File: src/thp_pkg.sv
// ----------------------------------------------------------------------------
// thp_pkg
// Types, constants and helpers for the sensor compensation block.
// ----------------------------------------------------------------------------
package thp_pkg;

  localparam int IQ_DEPTH = 4;
  localparam int IQ_AW    = 2;
  localparam int OQ_DEPTH = 2;
  localparam int OQ_AW    = 1;
  localparam int DIV_BITS = 64;

  localparam logic [63:0] PRESS_OFFSET = 64'd128000;
  localparam logic [63:0] PRESS_FULL   = 64'd1048576;
  localparam logic [63:0] PRESS_SCALE  = 64'd3125;
  localparam logic [63:0] PRESS_BIAS   = 64'h0000_8000_0000_0000;
  localparam logic [31:0] TEMP_ROUND   = 32'd128;
  localparam logic [31:0] HUM_OFFSET   = 32'd76800;
  localparam logic [31:0] HUM_ROUND    = 32'd16384;
  localparam logic [31:0] HUM_BASE     = 32'd2097152;
  localparam logic [31:0] HUM_ROUND2   = 32'd8192;
  localparam logic [31:0] HUM_HALF     = 32'd32768;
  localparam logic [31:0] HUM_MAX      = 32'd419430400;

  typedef enum logic [2:0] {
    CFG_TEMP    = 3'd0,
    CFG_PRESS_A = 3'd1,
    CFG_PRESS_B = 3'd2,
    CFG_MIXED   = 3'd3,
    CFG_HUMID   = 3'd4
  } thp_cfg_idx_t;

  typedef struct packed {
    logic [47:0] temp;
    logic [63:0] press_a;
    logic [63:0] press_b;
    logic [47:0] mixed;
    logic [39:0] humid;
  } thp_coef_t;

  typedef struct packed {
    logic [19:0] raw_temp;
    logic [19:0] raw_press;
    logic [15:0] raw_humid;
  } thp_raw_t;

  typedef struct packed {
    logic     valid;
    thp_raw_t item;
  } thp_fq_t;

  typedef struct packed {
    logic [31:0] temp_centi;
    logic [31:0] press_q24_8;
    logic [16:0] humid_q22_10;
    logic        press_invalid;
  } thp_res_t;

  typedef enum logic [2:0] {
    BK_IDLE, BK_ISSUE, BK_WAIT, BK_DIV, BK_PUSH
  } thp_state_t;

  typedef enum logic [4:0] {
    SP_TA, SP_TD, SP_TV2,
    SP_PSQ, SP_PX2A, SP_PX2B, SP_PX1A, SP_PX1B, SP_PDIV, SP_PNUM,
    SP_PY1, SP_PY2, SP_PFIN,
    SP_HA, SP_HB, SP_HC, SP_HD, SP_HE, SP_HV, SP_HVS, SP_HFIN
  } thp_step_t;

  typedef enum logic [2:0] {
    MP_IDLE, MP_LL, MP_LH, MP_HL, MP_SUM
  } thp_mph_t;

  typedef enum logic [1:0] {
    DV_IDLE, DV_RUN, DV_FIX
  } thp_dvst_t;

  function automatic logic [31:0] sx16_32(logic [15:0] v);
    return {{16{v[15]}}, v};
  endfunction

  function automatic logic [63:0] sx16_64(logic [15:0] v);
    return {{48{v[15]}}, v};
  endfunction

  function automatic logic [31:0] sx8_32(logic [7:0] v);
    return {{24{v[7]}}, v};
  endfunction

  function automatic logic [63:0] sx32_64(logic [31:0] v);
    return {{32{v[31]}}, v};
  endfunction

  function automatic logic [31:0] asr32(logic [31:0] x, int unsigned s);
    return 32'($signed(x) >>> s);
  endfunction

  function automatic logic [63:0] asr64(logic [63:0] x, int unsigned s);
    return 64'($signed(x) >>> s);
  endfunction

endpackage

File: src/thp_front.sv
// ----------------------------------------------------------------------------
// thp_front
// Input side: accepts raw sample beats into a short queue for the back end.
// ----------------------------------------------------------------------------
module thp_front import thp_pkg::*; (
  input  logic        clk,
  input  logic        rst_n,
  input  logic        push,
  output logic        full,
  input  logic [19:0] in_raw_temp,
  input  logic [19:0] in_raw_press,
  input  logic [15:0] in_raw_humid,
  input  logic        deq,
  output thp_fq_t     fq
);

  thp_raw_t           iq_mem_r [IQ_DEPTH];
  logic [IQ_AW-1:0]   wr_r, wr_nxt, rd_r, rd_nxt;
  logic [IQ_AW:0]     cnt_r, cnt_nxt;
  logic               do_push, do_pop;

  assign full    = (cnt_r == (IQ_AW+1)'(IQ_DEPTH));
  assign do_push = push & ~full;
  assign do_pop  = deq & (cnt_r != '0);

  assign fq.valid = (cnt_r != '0);
  assign fq.item  = iq_mem_r[rd_r];

  always_comb begin
    wr_nxt  = do_push ? wr_r + 1'b1 : wr_r;
    rd_nxt  = do_pop ? rd_r + 1'b1 : rd_r;
    cnt_nxt = cnt_r + (IQ_AW+1)'(do_push) - (IQ_AW+1)'(do_pop);
  end

  always_ff @(posedge clk) begin
    if (!rst_n) begin
      wr_r  <= '0;
      rd_r  <= '0;
      cnt_r <= '0;
    end else begin
      wr_r  <= wr_nxt;
      rd_r  <= rd_nxt;
      cnt_r <= cnt_nxt;
    end
  end

  always_ff @(posedge clk) begin
    if (do_push) begin
      iq_mem_r[wr_r] <= '{raw_temp: in_raw_temp, raw_press: in_raw_press,
                          raw_humid: in_raw_humid};
    end
  end

endmodule

File: config.mk
export PLATFORM = sky130hd
export DESIGN_NAME = thp_front
export DESIGN_NICKNAME = d
export VERILOG_FILES = /design/src/thp_pkg.sv /design/src/thp_front.sv
export SDC_FILE = /design/constraint.sdc
export NUM_CORES = 1
export LEC_CHECK = 0
export BUFFER_PORTS_ARGS = -buffer_cell sky130_fd_sc_hd__clkbuf_2
export CAP_MARGIN = 20
export CORE_MARGIN = 2
export CORE_UTILIZATION = 39
export DETAILED_ROUTE_END_ITERATION = 12
export SLEW_MARGIN = 20
export SYNTH_ARGS = -nofsm -noshare
export SYNTH_HDL_FRONTEND = slang
export SYNTH_SLANG_ARGS = --single-unit
File: constraint.sdc
create_clock -name clk -period 2.63 [get_ports clk]
set_clock_uncertainty 0.1 [all_clocks]
set_input_delay 0.3945 -clock clk [delete_from_list [all_inputs] [get_ports clk]]
set_output_delay 0.3945 -clock clk [all_outputs]
set_load 0.02 [all_outputs]
Word level (Yosys, flattened, before mapping):

Memories as Yosys holds them, arrays and structs flattened. A register that Yosys moved wholly into a read port is not among the register bits.
Cells that the tools add are included.

* logic and storage cells: 17
* memory bits (writable): 224
* memories: 1
* bits of input ports: 60
* output and inout port bits: 58
* flip-flop bits (word level): 7

* mux-type cells: 4
* reductions and logical operators: 1
* bitwise logic cells: 3
* eq/ne operators: 1
* add/subtract/negate cells: 4

Memory list
* iq_mem_r: depth 4, bits a word 56, rd ports 1, clocked after Yosys merged registers in 1, write ports 1, line thp_front.sv:17 `thp_raw_t iq_mem_r [IQ_DEPTH];`

Operators with widths (number)
* $add 2x1->2 const B: 2
* $mux 2: 2
* $add 3x1->3: 1
* $eq 3x3->1 const B: 1
* $reduce_bool 3->1: 1
* $sub 3x1->3: 1
* $and 1x1->1: 2
* $mux 1: 2
* $not 1->1: 1

Logic depth before layout (Yosys ltp):

* word-level depth: 5
* gate-level depth with buffers: 12
* gate-level depth less buffers: 11

Least setup slack after synthesis:

Ideal clock, no wire load.

* kind: reg-to-reg
* start point: reg cnt_r[1]
* end point: mem iq_mem_r[0][0] (netlist bit), enable pin
* period minus slack after synthesis: 2693 ps
* required time: 2110 ps
* slack: -63 ps
* arrival time: 2174 ps
* stages on the path, launching flop included: 5
* buffers on the path: 1
* setup time: 420 ps
* cell sequence: dfxtp_1 -> nor3b_2 -> nor2b_1 -> buf_2 -> and2_1

* word-level cells in the longest chain between the ends: 5

Ends and longest elaborated chain
* start: declaration: line thp_front.sv:19 `logic [IQ_AW:0] cnt_r, cnt_nxt;`
* start signal: assignment: line thp_front.sv:43 `cnt_r <= cnt_nxt;`
* $eq 3x3->1: line thp_front.sv:22 `assign full = (cnt_r == (IQ_AW+1)'(IQ_DEPTH));`
* via full: line thp_front.sv:9 `output logic full,`
* $not 1->1: line thp_front.sv:23 `assign do_push = push & ~full;`
* $and 1x1->1: line thp_front.sv:23
* $mux 1: line thp_front.sv:48 `if (do_push) begin`
* $mux 1 (implied by the code): line thp_front.sv:49 `iq_mem_r[wr_r] <= '{raw_temp: in_raw_temp, raw_press: in_raw_press,`
* end: declaration: line thp_front.sv:17

The timed path passes the listed nets, and every way through them passes these cells.

==> run summary <==
The logs give 185 for the violation count after the first detailed-route iteration and 20 for the number of unique standard cell types used by synthesis. The biggest area contributor in the post-synthesis netlist is sky130_fd_sc_hd__edfxtp_1. The number of global-route vias before repair is 4509. Measured along the x axis, the die boundary spans 152 um. The run gives 0.698 as the weighted congestion reported at the end of routability-driven placement. The tree is rooted in a sky130_fd_sc_hd__clkbuf_16.

The detailed router placed 3995 vias in this run. Once placement completed, the tool counted placed cells totaling 736. IR analysis of the VDD net gives a maximum drop of 0.580 mV.

Setup repair after global routing left no endpoint under its margin. The count of pins over their slew limit came out at 0. The Yosys step of the flow raised 0 warnings. Counting every net in the synthesized netlist gives 407. The area share of the leading cell type in the synthesized netlist works out to 0.783.

Of all nets on the critical path, the largest fanout is 22. The worst slew slack as a fraction of its limit came out at 0.673. The number of enable flip-flop cells after synthesis is 224. Maximum buffer depth of the clock tree: 3. Count of non-filler cells in the finished layout: 815.

The clock network latency to the later pin of the worst-skew pair was 0.50 ns; the leakage power figure was 0.00368 uW. The tools report the aggregate routed wire length as 15.8 mm. The share of the yosys chip area belonging to registers came out at 0.804. Counting instances in the post-synthesis netlist gives the leading cell types as sky130_fd_sc_hd__edfxtp_1, sky130_fd_sc_hd__mux4_2, sky130_fd_sc_hd__dfxtp_1. The count of instances resized after the clock tree is built was 0; the required arrival time at the worst endpoint was 2.14 ns. TritonCTS created 24 clock buffers. After layout, the design draws a total of 10600 uW. Summed over all layers, the global routing overflow is 0.

The core region is 21800 um^2. For the gate count after technology mapping, the log shows 340. The flow ran to the end, and the final reports show no timing, DRC or antenna violations. In this run, synthesis produced a sequential element count of 233. The finished cells cover 10700 um^2. Once placement finished, the instance area stood at 9580 um^2.

The worst setup path is of the flop to primary output kind. The critical path contains buffers and inverters numbering 2 combined. The count of endpoints failing setup in the final report is 0.

Dividing the synthesized area by the synthesized cell count gives 25.3 um^2. Highest-delay cell along the critical path: sky130_fd_sc_hd__mux4_2. The layout overhead on the synthesized area was 24.9%; the half-perimeter wire length after detailed placement was 9.59 mm. For the initial antenna violation count, the log shows 0. The timing-limited maximum frequency came out at 0.418 GHz. The die outline area was 23200 um^2; the number of clock sinks was 233. The largest stage delay on the critical path was 0.56 ns. By area the synthesized netlist is led by sky130_fd_sc_hd__edfxtp_1, sky130_fd_sc_hd__mux4_2, sky130_fd_sc_hd__dfxtp_1.

The path class of the tightest hold or removal check is primary input to flop. Grouping stages by cell kind, the critical path spends the most delay in multiplexers. For the utilization after layout, the log shows 0.494. The launching element type of the critical path is a flop. TritonCTS built the clock tree. The number of nets in the final layout was 585; the accumulated negative setup slack was 0 ns.

The final hold violation count was 0. The number of nets with antenna violations after routing was 0; the arrival time of the worst setup path was 1.90 ns. During placement, the flow inserted port buffers numbering 117.

The first global-routing pass estimated 24.8 mm of wire. Clock-pin slew was measured on the worst setup and hold paths at 0.06 ns. The fraction of layout cells with a size suffix above 1 works out to 0.436. The share of synthesized flip-flops with an asynchronous set or reset came out at 0. Flip-flop cell with the highest count after synthesis: sky130_fd_sc_hd__edfxtp_1. The maximum number of pins on one net before global-route repair is 37.

The first detailed-routing pass ran for 4 iterations. The ratio of total power to cell area came out at 984 nW/um^2. For the standard-cell row count, the log shows 54. The count of inserted antenna diode cells is 0.

The minimum clock period was 2.39 ns; the global-route total usage across every layer was 0.137. The run gives 0.395 as the initial standard-cell utilization of the core. The critical path goes through buf_12, mux4_2, clkbuf_2.

Dividing the detail-routed wire length by the instance count gives 19.3 um. The height of the die was 152 um. In the routed design, unresolved DRC markers number 0. Portion of the clock cycle consumed by the worst path in the final layout: 0.909.

After detailed routing, the number of vias per cell comes to 4.90. STA classifies the critical path endpoint as a primary output. The number of H-tree levels came out at 1. The actual transition at the worst max-transition pin works out to 0.490 ns.

Number of primary I/O pins: 118. The mapped netlist covers 8590 um^2. The number of filler instances in the final layout came out at 1824.

Max-cap violations in this run came to 0. The most used standard cell by instance count after synthesis was sky130_fd_sc_hd__edfxtp_1.
==> layout by cell type (no fill, tap or decap), drive strengths merged, types with 3 or more instances in the layout <==
cell	count
dlygate4sd3	34
edfxtp	224
nand2	4
xnor2	4
and2	7
dfxtp	9
clkbuf	145
nor2b	4
ha	6
bufinv	3
clkinv	10
inv	5
buf	15
mux4	56
==> timing repair <==
item	CTS	global route
endpoints found under the setup margin	24	0
setup buffers	2	0
endpoints found under the hold margin	126	0
hold buffers	34	0
==> metal layers <==
metal	GRT usage	routed length [um]	up-vias
li1	-	-	1791
met1	0.177	6780	2077
met2	0.238	7970	106
met3	0.0296	783	21
met4	0.0344	236	0
met5	0	0	-
==> layout make-up <==
class,instances,area (um^2),area share
multi-input cells,88,1540,0.144
repair buffers,166,1110,0.104
flip-flops and latches,233,6910,0.644
clock buffers,28,637,0.0593
well taps,280,350,0.0326
clock inverters,15,164,0.0153
inverters,5,18.8,0.00175
==> path summary, 6_finish.rpt <==
check,slack [ns],depth (start not counted),start,endpoint
max reg2reg,0.25,11,cnt_r[1],cnt_r[2]
min,0.02,1,in_raw_humid[11],iq_mem_r[3][11]
max,0.24,3,flop,fq[54]
min reg2reg,0.43,2,wr_r[0],wr_r[0]
==> registers in the layout, indices dropped and copies added (netlist names), named ones only <==
signal    count
cnt_r         3
iq_mem_r    224
rd_r          2
wr_r          2
==> power by group <==
group / leakage, uW / switching (uW) / internal [uW]
logic: 0.00116 / 1430 / 1120
clock network: 0.000389 / 1350 / 2030
registers: 0.00213 / 132 / 4500
==> logic make-up (layout without fill, tap and decap cells) <==
| kind of cell | Yosys count | count (layout) | synth area share |
|---|---|---|---|
| AND/OR/NAND/NOR | 17 | 17 | 0.0119 |
| XOR/XNOR | 4 | 4 | 0.00408 |
| multiplexers | 58 | 58 | 0.149 |
| buffers and inverters | 19 | 214 | 0.0181 |
| AO/OA/AOI/OAI | 2 | 2 | 0.00204 |
| adder cells (fa/ha/maj) | 7 | 7 | 0.0111 |
| flip-flops | 233 | 233 | 0.804 |
==> per-stage QoR <==
| step | setup slack (ns) | hold WS [ns] |
|---|---|---|
| 4_1_cts | 0.182 | 0.000376 |
| 3_5_place_dp | 0.212 | 0.414 |
| 2_1_floorplan | 0.184 | 0.368 |
| 3_3_place_gp | 0.394 | 0.375 |
| 6_report | 0.240 | 0.0196 |
| 5_1_grt | 0.0177 | 0.00110 |
Note: power is estimated with default switching activity, not from simulation.
